## src/hdl/bbc_pkg.sv

```systemverilog
// Shared types and constants for the bracket balance checker.
// No dependencies; all files of the block but bbc_if import this package.
`timescale 1ns / 1ps

package bbc_pkg;

  // Stack capacity in entries, and the widths that follow from it.
  localparam int STACK_DEPTH = 64;
  localparam int LEVEL_W     = $clog2(STACK_DEPTH + 1);
  localparam int ADDR_W      = $clog2(STACK_DEPTH);

  // Command queue between the front and the back.
  localparam int QUEUE_DEPTH = 2;
  localparam int QPTR_W      = $clog2(QUEUE_DEPTH);
  localparam int QCNT_W      = $clog2(QUEUE_DEPTH + 1);

  // Character codes of the brackets.
  localparam logic [7:0] CH_LPAREN = 8'h28;
  localparam logic [7:0] CH_RPAREN = 8'h29;
  localparam logic [7:0] CH_LBRACK = 8'h5B;
  localparam logic [7:0] CH_RBRACK = 8'h5D;
  localparam logic [7:0] CH_LBRACE = 8'h7B;
  localparam logic [7:0] CH_RBRACE = 8'h7D;

  // Kind codes kept on the stack.
  typedef logic [1:0] kind_t;
  localparam kind_t KIND_ROUND  = 2'd0;
  localparam kind_t KIND_SQUARE = 2'd1;
  localparam kind_t KIND_CURLY  = 2'd2;

  typedef enum logic [1:0] {
    OP_NONE = 2'd0,
    OP_PUSH = 2'd1,
    OP_POP  = 2'd2
  } op_t;

  // One classified character, as handed from the front to the back.
  typedef struct packed {
    op_t   op;
    kind_t kind;
    logic  last;
  } cmd_t;

endpackage

```

## src/hdl/bbc_if.sv

```systemverilog
// Valid/ready channel interfaces of the bracket balance checker.
// Standalone; the character channel and the verdict channel.
`timescale 1ns / 1ps

interface bbc_in_if;
  logic       valid;
  logic       ready;
  logic [7:0] ch;
  logic       last;

  modport source (output valid, output ch, output last, input ready);
  modport sink   (input valid, input ch, input last, output ready);
endinterface

interface bbc_out_if;
  logic valid;
  logic ready;
  logic balanced;
  logic overflow;

  modport source (output valid, output balanced, output overflow, input ready);
  modport sink   (input valid, input balanced, input overflow, output ready);
endinterface

```

## src/hdl/bbc_front.sv

```systemverilog
// Front end: accepts character words and turns each into a stack command.
// Depends on bbc_pkg and bbc_in_if.
`timescale 1ns / 1ps

module bbc_front
  import bbc_pkg::*;
(
  bbc_in_if.sink chars,
  output cmd_t   cmd,
  output logic   cmd_valid,
  input  logic   cmd_ready
);

  assign chars.ready = cmd_ready;
  assign cmd_valid   = chars.valid;

  always_comb begin
    cmd.last = chars.last;
    cmd.op   = OP_NONE;
    cmd.kind = KIND_ROUND;
    case (chars.ch)
      CH_LPAREN: begin cmd.op = OP_PUSH; cmd.kind = KIND_ROUND;  end
      CH_LBRACK: begin cmd.op = OP_PUSH; cmd.kind = KIND_SQUARE; end
      CH_LBRACE: begin cmd.op = OP_PUSH; cmd.kind = KIND_CURLY;  end
      CH_RPAREN: begin cmd.op = OP_POP;  cmd.kind = KIND_ROUND;  end
      CH_RBRACK: begin cmd.op = OP_POP;  cmd.kind = KIND_SQUARE; end
      CH_RBRACE: begin cmd.op = OP_POP;  cmd.kind = KIND_CURLY;  end
      default: begin
        cmd.op   = OP_NONE;
        cmd.kind = KIND_ROUND;
      end
    endcase
  end

endmodule

```

## src/hdl/bbc_queue.sv

```systemverilog
// Short command queue that decouples the front from the stack back end.
// Depends on bbc_pkg.
`timescale 1ns / 1ps

module bbc_queue
  import bbc_pkg::*;
(
  input  logic clk,
  input  logic rst,
  input  cmd_t wr_cmd,
  input  logic wr_valid,
  output logic wr_ready,
  output cmd_t rd_cmd,
  output logic rd_valid,
  input  logic rd_ready
);

  cmd_t              slots [QUEUE_DEPTH];
  logic [QPTR_W-1:0] wr_ptr;
  logic [QPTR_W-1:0] rd_ptr;
  logic [QCNT_W-1:0] count;
  logic              push;
  logic              pop;

  assign wr_ready = (count != QCNT_W'(QUEUE_DEPTH));
  assign rd_valid = (count != '0);
  assign rd_cmd   = slots[rd_ptr];
  assign push     = wr_valid && wr_ready;
  assign pop      = rd_valid && rd_ready;

  always_ff @(posedge clk) begin
    if (push) begin
      slots[wr_ptr] <= wr_cmd;
    end
  end

  always_ff @(posedge clk) begin
    if (rst) begin
      wr_ptr <= '0;
      rd_ptr <= '0;
      count  <= '0;
    end else begin
      if (push) begin
        wr_ptr <= (wr_ptr == QPTR_W'(QUEUE_DEPTH - 1)) ? '0 : wr_ptr + 1'b1;
      end
      if (pop) begin
        rd_ptr <= (rd_ptr == QPTR_W'(QUEUE_DEPTH - 1)) ? '0 : rd_ptr + 1'b1;
      end
      case ({push, pop})
        2'b10:   count <= count + 1'b1;
        2'b01:   count <= count - 1'b1;
        default: count <= count;
      endcase
    end
  end

endmodule

```

## src/hdl/bbc_back.sv

```systemverilog
// Back end: executes stack commands and produces the verdict word.
// Depends on bbc_pkg and bbc_out_if.
`timescale 1ns / 1ps

module bbc_back
  import bbc_pkg::*;
(
  input  logic       clk,
  input  logic       rst,
  input  cmd_t       cmd,
  input  logic       cmd_valid,
  output logic       cmd_ready,
  bbc_out_if.source  verdict
);

  // The top entry lives in tos; the memory holds the entries below it.
  // rd_data is read ahead and holds the entry under the top, if there is one.
  kind_t              mem [STACK_DEPTH];
  kind_t              tos;
  kind_t              tos_next;
  kind_t              rd_data;
  logic [LEVEL_W-1:0] level;
  logic [LEVEL_W-1:0] level_next;
  logic [LEVEL_W-1:0] level_op;
  logic               mismatch_seen;
  logic               mismatch_next;
  logic               mismatch_op;
  logic               overflow_seen;
  logic               overflow_next;
  logic               overflow_op;
  logic               we;
  logic [ADDR_W-1:0]  wa;
  logic [ADDR_W-1:0]  rd_addr;
  logic               take;
  logic               out_valid;
  logic               out_balanced;
  logic               out_overflow;

  // A verdict-producing command waits only while the output register is held.
  assign cmd_ready = !cmd.last || !out_valid || verdict.ready;
  assign take      = cmd_valid && cmd_ready;

  always_comb begin
    level_op    = level;
    tos_next    = tos;
    mismatch_op = mismatch_seen;
    overflow_op = overflow_seen;
    we          = 1'b0;
    wa          = '0;
    if (take) begin
      case (cmd.op)
        OP_PUSH: begin
          if (level == LEVEL_W'(STACK_DEPTH)) begin
            overflow_op = 1'b1;
          end else begin
            if (level != '0) begin
              we = 1'b1;
              wa = ADDR_W'(level - 1'b1);
            end
            tos_next = cmd.kind;
            level_op = level + 1'b1;
          end
        end
        OP_POP: begin
          if (level == '0) begin
            mismatch_op = 1'b1;
          end else begin
            if (tos != cmd.kind) begin
              mismatch_op = 1'b1;
            end
            tos_next = rd_data;
            level_op = level - 1'b1;
          end
        end
        default: begin
          level_op = level;
        end
      endcase
    end
    if (take && cmd.last) begin
      level_next    = '0;
      mismatch_next = 1'b0;
      overflow_next = 1'b0;
    end else begin
      level_next    = level_op;
      mismatch_next = mismatch_op;
      overflow_next = overflow_op;
    end
    rd_addr = ADDR_W'(level_next - LEVEL_W'(2));
  end

  always_ff @(posedge clk) begin
    if (we) begin
      mem[wa] <= tos;
    end
    rd_data <= (we && wa == rd_addr) ? tos : mem[rd_addr];
    tos     <= tos_next;
    if (take && cmd.last) begin
      out_balanced <= !mismatch_op && !overflow_op && (level_op == '0);
      out_overflow <= overflow_op;
    end
  end

  always_ff @(posedge clk) begin
    if (rst) begin
      level         <= '0;
      mismatch_seen <= 1'b0;
      overflow_seen <= 1'b0;
      out_valid     <= 1'b0;
    end else begin
      level         <= level_next;
      mismatch_seen <= mismatch_next;
      overflow_seen <= overflow_next;
      if (take && cmd.last) begin
        out_valid <= 1'b1;
      end else if (verdict.ready) begin
        out_valid <= 1'b0;
      end
    end
  end

  assign verdict.valid    = out_valid;
  assign verdict.balanced = out_balanced;
  assign verdict.overflow = out_overflow;

  a_level_bound: assert property (@(posedge clk) disable iff (rst)
    level <= LEVEL_W'(STACK_DEPTH))
    else $error("stack level beyond depth");

  a_clear_after_last: assert property (@(posedge clk) disable iff (rst)
    take && cmd.last |=> level == '0 && !mismatch_seen && !overflow_seen)
    else $error("state not cleared after final word");

  a_pop_level: assert property (@(posedge clk) disable iff (rst)
    take && !cmd.last && cmd.op == OP_POP && level != '0 |=> level == $past(level) - 1'b1)
    else $error("pop did not lower the level");

  a_verdict_source: assert property (@(posedge clk) disable iff (rst)
    $rose(out_valid) |-> $past(take && cmd.last))
    else $error("verdict without a final word");

endmodule

```

## src/hdl/bracket_balance_checker_top.sv

```systemverilog
// Top level of the bracket balance checker.
// Depends on bbc_pkg, bbc_if, bbc_front, bbc_queue and bbc_back.
`timescale 1ns / 1ps

// The block takes one character word per clock cycle on chars while the queue
// has room. For the word marked last, it gives one verdict word on verdict;
// words without last give no result. The final word is registered in the queue
// and its verdict in the output register before it is offered. Characters
// pass through a classifier and a two-entry command queue into the stack unit,
// which keeps the top entry and the entry under it in registers so that a
// push or pop of the 64-entry stack completes every cycle. Only a held verdict
// stalls the stack unit, and then only when the next command is itself a final
// one. Nesting deeper than the stack reports overflow and an unbalanced
// verdict. All state clears after each verdict; no clearing pass follows reset.
module bracket_balance_checker_top
  import bbc_pkg::*;
(
  input  logic      clk,
  input  logic      rst,
  bbc_in_if.sink    chars,
  bbc_out_if.source verdict
);

  cmd_t front_cmd;
  logic front_valid;
  logic front_ready;
  cmd_t back_cmd;
  logic back_valid;
  logic back_ready;

  bbc_front u_front (
    .chars     (chars),
    .cmd       (front_cmd),
    .cmd_valid (front_valid),
    .cmd_ready (front_ready)
  );

  bbc_queue u_queue (
    .clk      (clk),
    .rst      (rst),
    .wr_cmd   (front_cmd),
    .wr_valid (front_valid),
    .wr_ready (front_ready),
    .rd_cmd   (back_cmd),
    .rd_valid (back_valid),
    .rd_ready (back_ready)
  );

  bbc_back u_back (
    .clk       (clk),
    .rst       (rst),
    .cmd       (back_cmd),
    .cmd_valid (back_valid),
    .cmd_ready (back_ready),
    .verdict   (verdict)
  );

endmodule

```

## src/flat_wrapper.sv

```systemverilog
// flat-port wrapper written by rule: the top's interface ports become plain ports
module bracket_balance_checker_top_flat import bbc_pkg::*;
  (clk, rst, chars_valid, chars_ch, chars_last, chars_ready, verdict_valid, verdict_balanced, verdict_overflow, verdict_ready);
  bbc_in_if chars_i ();
  bbc_out_if verdict_i ();
  input  logic clk;
  input  logic rst;
  input wire logic [$bits(chars_i.valid)-1:0] chars_valid;
  input wire logic [$bits(chars_i.ch)-1:0] chars_ch;
  input wire logic [$bits(chars_i.last)-1:0] chars_last;
  output wire logic [$bits(chars_i.ready)-1:0] chars_ready;
  output wire logic [$bits(verdict_i.valid)-1:0] verdict_valid;
  output wire logic [$bits(verdict_i.balanced)-1:0] verdict_balanced;
  output wire logic [$bits(verdict_i.overflow)-1:0] verdict_overflow;
  input wire logic [$bits(verdict_i.ready)-1:0] verdict_ready;
  assign chars_i.valid = chars_valid;
  assign chars_i.ch = chars_ch;
  assign chars_i.last = chars_last;
  assign chars_ready = chars_i.ready;
  assign verdict_valid = verdict_i.valid;
  assign verdict_balanced = verdict_i.balanced;
  assign verdict_overflow = verdict_i.overflow;
  assign verdict_i.ready = verdict_ready;
  bracket_balance_checker_top u_core (.clk(clk), .rst(rst), .chars(chars_i), .verdict(verdict_i));
endmodule
```

## config.mk

```make
export PLATFORM = sky130hd
export DESIGN_NAME = bracket_balance_checker_top_flat
export DESIGN_NICKNAME = d
export VERILOG_FILES = /design/src/hdl/bbc_pkg.sv /design/src/hdl/bbc_if.sv /design/src/hdl/bbc_front.sv /design/src/hdl/bbc_queue.sv /design/src/hdl/bbc_back.sv /design/src/hdl/bracket_balance_checker_top.sv /design/src/flat_wrapper.sv
export SDC_FILE = /design/constraint.sdc
export NUM_CORES = 1
export LEC_CHECK = 0
export BUFFER_PORTS_ARGS = -buffer_cell sky130_fd_sc_hd__buf_4
export CORE_MARGIN = 1.5
export CORE_UTILIZATION = 56
export CTS_CLUSTER_SIZE = 10
export DETAILED_ROUTE_END_ITERATION = 10
export PLACE_DENSITY = 0.75
export SLEW_MARGIN = 25
export SYNTH_ARGS = -nofsm -noshare
export SYNTH_HDL_FRONTEND = slang
export SYNTH_HIERARCHICAL = 1
export SYNTH_SLANG_ARGS = --single-unit
```

## constraint.sdc

```tcl
create_clock -name clk -period 2.4 [get_ports clk]
set_input_delay 0.6 -clock clk [delete_from_list [all_inputs] [get_ports clk]]
set_output_delay 0.6 -clock clk [all_outputs]
set_load 0.01 [all_outputs]
```

==> results.md, run 1 <==
- The flow ran to the end, but the final reports show violations.
- The final reports fail on negative setup slack.
- The first-pass detailed-route iteration total is 5.
- The initial utilization of the core area, before any placement, comes to 57.7%.
- By area the synthesized netlist is led by sky130_fd_sc_hd__edfxtp_1 (58%), sky130_fd_sc_hd__mux4_2 (9.5%), sky130_fd_sc_hd__dfxtp_1 (5.7%), sky130_fd_sc_hd__nor2_1 (4.2%), sky130_fd_sc_hd__mux4_1 (2.5%).
- The tightest hold path in the finished design has a slack of 0.366 ns.
- The register-to-register setup slack is -0.03 ns.
- Dividing total power by cell area gives a power density of 894 mW/mm².
- 17 I/O pins were placed.
- The slack of the critical path is -0.0257 ns.
- The worst endpoint required time is 2.64 ns.
- The longest clock path from root to sink contains 2 buffers.
- Of the synthesized area, sequential elements account for 63.8%.
- Multiplexer cells account for 13.9% of the synthesized area.
- TritonCTS built the clock tree.
- The worst setup path is launched from a flop.
- The worst flop-to-flop path endpoint is u_core/u_back/verdict.balanced.
- The number of buffer and inverter instances along the worst setup path is 1.
- The first global-routing pass estimated 23.8 mm of wire.
- The count of input and output buffers is 16.
- The leakage power is 3.02 nW.
- Hold repair after CTS inserted 0 buffers.
- The region available for standard cell placement spans 0.0127 mm².
- The instance count after placement with tap cells included is 714.
- The clock-pin slew on the worst setup and hold paths is 0.06 ns.
- The sequential standard cell area is 0.00469 mm².
- The number of max-slew violations in the final report came to 0.
- The count of endpoints failing hold in the final timing report is 0.
- Using the TritonRoute via totals, the vias-per-cell ratio works out to 5.92.
- Setup repair after global routing could not meet its margin everywhere.
- The total area of multi-input combinational cells is 0.00268 mm².
- In the routed design, unresolved DRC markers number 0.
- The number of antenna cells inserted is 0.
- From bottom edge to top edge, the die measures 117 µm.
- The detailed placement HPWL is 10.2 mm.
- The category of the worst setup path capture point is a flop.
- Global routing finished with a remaining overflow of 0.
- The worst-case IR drop observed on VDD is 839 µV.
- Total power for the finished layout comes to 0.00784 W.
- The cell count after synthesis came out at 500.
- In this run the cell area of the synthesized design comes to 0.00734 mm².
- For this run, the post-layout net count is 582.
- The final routed wirelength across all metal layers is 15.4 mm.
- The initial antenna violation count is 0.
- The clock tree synthesis step divided the H-tree into 4 levels.
- The count of state elements after synthesis is 163.
- The depth of the worst register-to-register path is 8.
- The slowest cell on the critical path is sky130_fd_sc_hd__a2111o_1.
- The post-synthesis to final-layout area growth is 19.6%.
- The tree built by TritonCTS fans out to 163 sinks.
- The total stage count of the critical path is 8.
- After filler insertion, the fill cell instance count of the layout stands at 866.
- The final non-filler cell total is 746.
- Synthesis produced a netlist with a net count of 520.
- In this run the core area contains 41 standard-cell rows.
- For this run, asynchronously set or reset flops after synthesis account for 0%.
- Global routing consumed, over all layers together, 23.1% of the routing resources.
- The average wire per standard cell is 20.7 µm.
- Based on the critical path, the design can be clocked at up to 412 MHz.
- The area share of and/or/nand/nor cells after synthesis is 11.2%.
- The synthesized netlist devotes 1.19% of its cell area to adder and majority cells.
- The post-layout utilization of the core is 69.0%.
- The measured slew at the worst slew-check pin is 0.647 ns.
- The path class of the lowest-slack min-delay path is in2reg.
- For the finished layout, the period the worst path requires is 2.43 ns.
- The kind of cell adding the most delay to the critical path is compound AO/OA/AOI/OAI gates.
- The number of vias after detailed routing is 4,420.
- The routability congestion estimate from global placement is 0.879.
- During synthesis, Yosys emitted a total of 6 warnings.
- The library cell occupying the most area in the post-synthesis netlist is sky130_fd_sc_hd__edfxtp_1.
- In the final layout, the share of cells above drive strength 1 is 35.4%.
- The xor and xnor area share after synthesis is 1.79%.
- The number of setup violations in the final report is 1.
- Among all flip-flop cells after synthesis, the most frequent one is sky130_fd_sc_hd__edfxtp_1.
- The signal on the critical path passes through mux2_4 > inv_4 > ha_4 > nand2b_4 > a211o_1 > a32o_2 > a2111o_1 > nor4_2.
- The die is 117 µm wide.
- Summing the areas of all compound-gate instances in the mapped netlist gives 5.39% of the synthesized area.
- The clock skew is 0.00525 ns.
- Entering global routing, the biggest net connects 65 pins.
- The number of CTS-inserted buffers is 17.
- The critical path is of the reg2reg type.
- The clock latency on the worst-skew pair is 0.42 ns.
- The largest fanout on the critical path is 5.
- The per-instance average area after synthesis is 14.7 µm².
- Dividing the final minimum period by the clock period gives 101%.
- In this design, the stage delay of the slowest critical-path cell is 0.39 ns.
- After synthesis, the largest family of logic cells by area is multiplexers.
- The final antenna-violating net count is 0.
- After the first detailed-routing iteration, the DRC count stood at 460.
- The top cell type by area accounts for 58.1% of the synthesized area.
- Yosys mapped the design onto 59 distinct sky130hd cell types.
- Measured against its own limit, the worst slew margin works out to 56.8%.
- The critical path arrival is 2.67 ns.
- The tool flagged a number of max-cap violations equal to 0.
- Clock tree synthesis selected as its root buffer the cell sky130_fd_sc_hd__clkbuf_16.
- The die footprint is 0.0138 mm².
- The last element of the critical path is u_core/u_back/verdict.balanced.
- The number of flops mapped to enable cells by yosys is 142.
- The number of global-route vias before repair is 4,497.
-- state kept, by name (all words and copies together), names as in the netlist, 2 cells and up, named ones only --
register,count
u_core/u_back/level,7
u_core/u_back/tos,2
u_core/u_queue/count,2
u_core/u_queue/slots,10
u_core/u_back/mem,128
-- synthesized netlist by cell type, types with 4 or more instances --
cell type	number
sky130_fd_sc_hd__nor3_1	12
sky130_fd_sc_hd__dfxtp_1	21
sky130_fd_sc_hd__nor2b_1	5
sky130_fd_sc_hd__clkbuf_1	10
sky130_fd_sc_hd__nand2b_1	7
sky130_fd_sc_hd__nor2_1	82
sky130_fd_sc_hd__mux4_2	31
sky130_fd_sc_hd__buf_4	6
sky130_fd_sc_hd__edfxtp_1	142
sky130_fd_sc_hd__mux2_2	5
sky130_fd_sc_hd__ha_1	7
sky130_fd_sc_hd__mux2i_1	7
sky130_fd_sc_hd__nand3_1	9
sky130_fd_sc_hd__nand2_1	29
sky130_fd_sc_hd__o21ai_1	4
sky130_fd_sc_hd__mux4_1	7
sky130_fd_sc_hd__or2_2	4
sky130_fd_sc_hd__xor2_1	5
sky130_fd_sc_hd__a21oi_1	11
sky130_fd_sc_hd__a31oi_1	5
sky130_fd_sc_hd__inv_1	14
sky130_fd_sc_hd__o21ai_0	7
sky130_fd_sc_hd__xnor2_1	10
-- cell type report --
class / count / share of cell area, %
Clock buffer: 18 / 4.89
Clock inverter: 13 / 1.80
Inverter: 14 / 0.627
Multi-Input combinational cell: 299 / 30.5
Sequential cell: 163 / 53.5
Tap cell: 172 / 2.45
Timing Repair Buffer: 67 / 6.20
-- per-layer routing --
| metal | up-vias | wire [µm] | global-route usage, % |
|---|---|---|---|
| met2 | 152 | 7580 | 37.0 |
| met4 | 0 | 378 | 9.83 |
| met1 | 2208 | 6540 | 31.1 |
| li1 | 2031 | - | - |
| met5 | - | 0 | 0 |
| met3 | 29 | 920 | 4.70 |
-- what timing repair did --
item                                    CTS  global route
endpoints found under the setup margin   20           129
buffers inserted                          0             1
pin swaps                                 3             9
resized for setup                        14            52
-- through the flow --
step	setup WS, ns	instance area [µm²]	TNS [ns]
final	-0.0257	8770	-0.0257
after floorplan	0.0246	7350	0
after global routing	-0.149	8770	-2.89
after CTS	-0.0111	8590	-0.0132
after global placement	-0.0696	7950	-0.102
after detailed placement	-0.136	7950	-0.303
-- worst min path at each step --
stage	startpoint	end	slack, ns	cells past startpoint
2_1_floorplan	u_core/u_back/mismatch_seen	u_core/u_back/mismatch_seen	0.44	2
3_3_place_gp	u_core/u_back/verdict.valid	u_core/u_back/verdict.valid	0.46	2
3_5_place_dp	u_core/u_back/verdict.valid	u_core/u_back/verdict.valid	0.47	2
4_1_cts	chars_last	u_core/u_queue/slots[0][0]	0.34	1
5_1_grt	chars_last	u_core/u_queue/slots[0][0]	0.35	1
6_report	chars_last	u_core/u_queue/slots[0][0]	0.37	1
-- where the power goes --
group	leakage (nW)	internal, W	switching [W]
clock	0.282	0.00163	0.00106
sequential	1.46	0.00334	0.0000751
combinational	1.29	0.000830	0.000912
total	3.02	0.00579	0.00205
-- cells in the final DEF, fill, tap and decap left out, drive strengths merged, types with 3 or more instances in the layout --
| master | instances |
|---|---|
| or2 | 5 |
| nand2 | 29 |
| a21oi | 11 |
| bufinv | 3 |
| nor4b | 4 |
| inv | 16 |
| and2 | 3 |
| nand4 | 3 |
| a31oi | 5 |
| xnor2 | 10 |
| clkinv | 6 |
| xor2 | 5 |
| o2bb2ai | 3 |
| mux2i | 8 |
| nor4 | 3 |
| mux4 | 38 |
| ha | 7 |
| nor3 | 12 |
| mux2 | 5 |
| dfxtp | 21 |
| o21ai | 11 |
| nor2 | 82 |
| nand2b | 7 |
| nor2b | 5 |
| a211o | 3 |
| nand3 | 9 |
| clkbuf | 18 |
| and3 | 3 |
| edfxtp | 142 |
| buf | 67 |
-- cell families after synthesis --
family,Yosys count
simple gates,173
flops,163
compound gates,53
mux,51
buf+inv,38
xor+xnor,15
fa+ha+maj,7
Note: power is estimated with default switching activity, not from simulation.
==> inputs of run 2 (changes only) <==
--- a/config.mk
+++ b/config.mk
@@ -11,6 +11,7 @@
 export CTS_CLUSTER_SIZE = 10
 export DETAILED_ROUTE_END_ITERATION = 10
 export PLACE_DENSITY = 0.75
+export REMOVE_ABC_BUFFERS = 1
 export SLEW_MARGIN = 25
 export SYNTH_ARGS = -nofsm -noshare
 export SYNTH_HDL_FRONTEND = slang
==> results.md, run 2 (same netlist as run 1, synthesis figures left out) <==
- The flow ran to the end, and the final reports show no timing, DRC or antenna violations.
- The wire length of the first global-routing pass is 24.4 mm.
- In this run the tightest slew margin relative to its limit is 58.3%.
- The initial antenna violation count came to 0.
- Counting every sink on the clock net gives 163.
- The largest fanout on the critical path is 4.
- The largest register by flop count is u_core/u_back/mem.
- The library cells used most frequently in the layout, excluding fill and tap cells, are sky130_fd_sc_hd__edfxtp_1 (142), sky130_fd_sc_hd__buf_4 (77), sky130_fd_sc_hd__nor2_1 (55).
- The final worst-path cycle share is 98.6%.
- The die covers 0.0138 mm².
- Setup repair after global routing could not meet its margin everywhere.
- In the final layout, the registers with the most flip-flops are u_core/u_back/mem: 128 flops, u_core/u_queue/slots: 10 flops, u_core/u_back/level: 7 flops.
- On the critical path, the stage with the largest delay is an instance of sky130_fd_sc_hd__dfxtp_2.
- The worst endpoint required time is 2.52 ns.
- Global routing consumed, over all layers together, 23.6% of the routing resources.
- The first-pass detailed-route iteration total is 5.
- The routability congestion estimate from global placement is 0.883.
- The number of vias after detailed routing is 4,529.
- The number of global-route vias before repair was 4,625.
- The number of max-slew violations in the final report is 0.
- Leaving out fill and tap cells, the most frequent cell in the layout is sky130_fd_sc_hd__edfxtp_1.
- The worst supply voltage drop on vdd is 767 µV.
- The category of the worst setup path capture point is a flop.
- The clock reaches the later pin of the worst-skew pair after 0.43 ns.
- In this run the remaining antenna-violating nets after routing total 0.
- The y dimension of the die is 117 µm.
- The flip-flop count of the largest register after layout is 128.
- The fraction of layout instances using a drive strength above 1 is 36.9%.
- The number of setup violations in the final report is 0.
- At the pin with the least slew margin, the transition time is 0.626 ns.
- At the worst endpoint, the arrival time is 2.48 ns.
- During I/O placement, the number of pins put on the boundary was 17.
- For this run, the post-layout net count is 601.
- On the worst path, the slowest cell contributes a delay of 0.32 ns.
- The count of input and output buffers is 16.
- The critical path's most frequent cell is sky130_fd_sc_hd__nand2_1.
- Compared with the post-synthesis result, the final layout area differs by 20.9%.
- The post-placement cell area is 0.00804 mm².
- 0 antenna diodes ended up in the layout.
- For this configuration, the core starts out at a cell density of 57.7%.
- After detailed routing, the average wire length per cell comes to 20.4 µm.
- The total area inside the core boundary comes to 0.0127 mm².
- The root buffer cell is sky130_fd_sc_hd__clkbuf_16.
- Once detailed placement completed, the half-perimeter wirelength came to 10.4 mm.
- The count of endpoints failing hold in the final timing report came to 0.
- Counting the fill cells in the layout gives 852.
- The clock-pin slew on the worst setup and hold paths is 0.06 ns.
- The width of the die is 117 µm.
- The via density per instance is 5.92.
- The kind of start point of the critical path is a flop.
- The post-layout utilization of the core is 69.7%.
- The maximum number of pins on one net before global-route repair is 65.
- For this design the ratio of total power to cell area is 865 mW/mm².
- The category of the most critical setup path is reg2reg.
- The DRC violations left is 0.
- On the final layout, the worst hold slack is 0.360 ns.
- In this run the static leakage power is 3.10 nW.
- TritonCTS built the clock tree.
- The maximum root-to-sink buffer count is 2.
- The number of maximum-capacitance constraint violations is 0.
- The min-delay analysis places its worst path in the category in2reg.
- The total congestion overflow after global routing is 0.
- Walking the worst path, the cells encountered are inv_2 > ha_4 > nor3b_4 > nand2_1 > buf_4 > and3_4 > nand2_1 > nand2_1 > buf_4 > nor2_1.
- The number of placement rows is 41.
- The final design area excluding fillers is 0.00887 mm².
- The number of CTS-inserted buffers is 17.
- The starting DRC count in detailed routing is 413.
- Summed over all layers, the routed wires come to 15.6 mm.
- Based on the critical path, the design can be clocked at up to 422 MHz.
- The clock period minus final worst setup slack is 2.37 ns.
- The clock skew is 0.00564 ns.
- The number of H-tree levels is 4.
## run 2: final timing paths
check	startpoint	cells past startpoint	end	slack (ns)
max	u_core/u_back/level[1]	10	u_core/u_back/mem[48][0]	0.03
min	chars_last	1	u_core/u_queue/slots[0][0]	0.36
max reg2reg	u_core/u_back/level[1]	10	u_core/u_back/mem[48][0]	0.03
min reg2reg	u_core/u_back/verdict.valid	2	u_core/u_back/verdict.valid	0.50
## run 2: timing repair
action / in CTS / in global routing
resized for setup: 14 / 60
pin swaps: 5 / 6
buffers inserted: 1 / 7
setup endpoints to repair: 123 / 135
gates cloned: 0 / 0
hold buffers: 0 / 0
## run 2: cell type report
type	instances	area [µm²]	area share [%]
Inverter	14	52.6	0.592
Sequential cell	163	4690	52.9
Timing Repair Buffer	86	718	8.10
Multi-Input combinational cell	299	2670	30.1
Tap cell	172	215	2.43
Clock buffer	19	433	4.88
Clock inverter	12	91.3	1.03
## run 2: per-stage QoR
stage / cells / power, W / setup slack (ns) / setup TNS [ns]
after floorplan: 476 / 0.00445 / -0.745 / -1.67
after global placement: 726 / 0.00503 / -0.158 / -0.573
after detailed placement: 726 / 0.00506 / -0.265 / -6.47
after CTS: 758 / 0.00757 / -0.0375 / -0.0375
after global routing: 765 / 0.00799 / -0.0797 / -0.605
final: 765 / 0.00767 / 0.0331 / 0
## run 2: routing by layer
layer  track usage [%]  vias to the layer above  wire length (µm)
met2              39.7                      152              8050
met4              9.83                        0               274
met1              30.3                     2279              6440
met3              4.84                       23               873
li1                  -                     2075                 -
met5                 0                        -                 0
## run 2: power by group
part	switching [W]	internal, W	leakage, nW
Clock	0.00103	0.00140	0.257
Combinational	0.000935	0.000896	1.39
Sequential	0.0000702	0.00334	1.46
Total	0.00204	0.00563	3.10
## run 2: worst max-delay path, delay by kind of cell, from the launching register on
| kind | cells | cell delay [ns] |
|---|---|---|
| and+or+nand+nor | 6 | 1.12 |
| buffers and inverters | 3 | 0.48 |
| adders and majority gates | 1 | 0.14 |
| DFF | 1 | 0.32 |
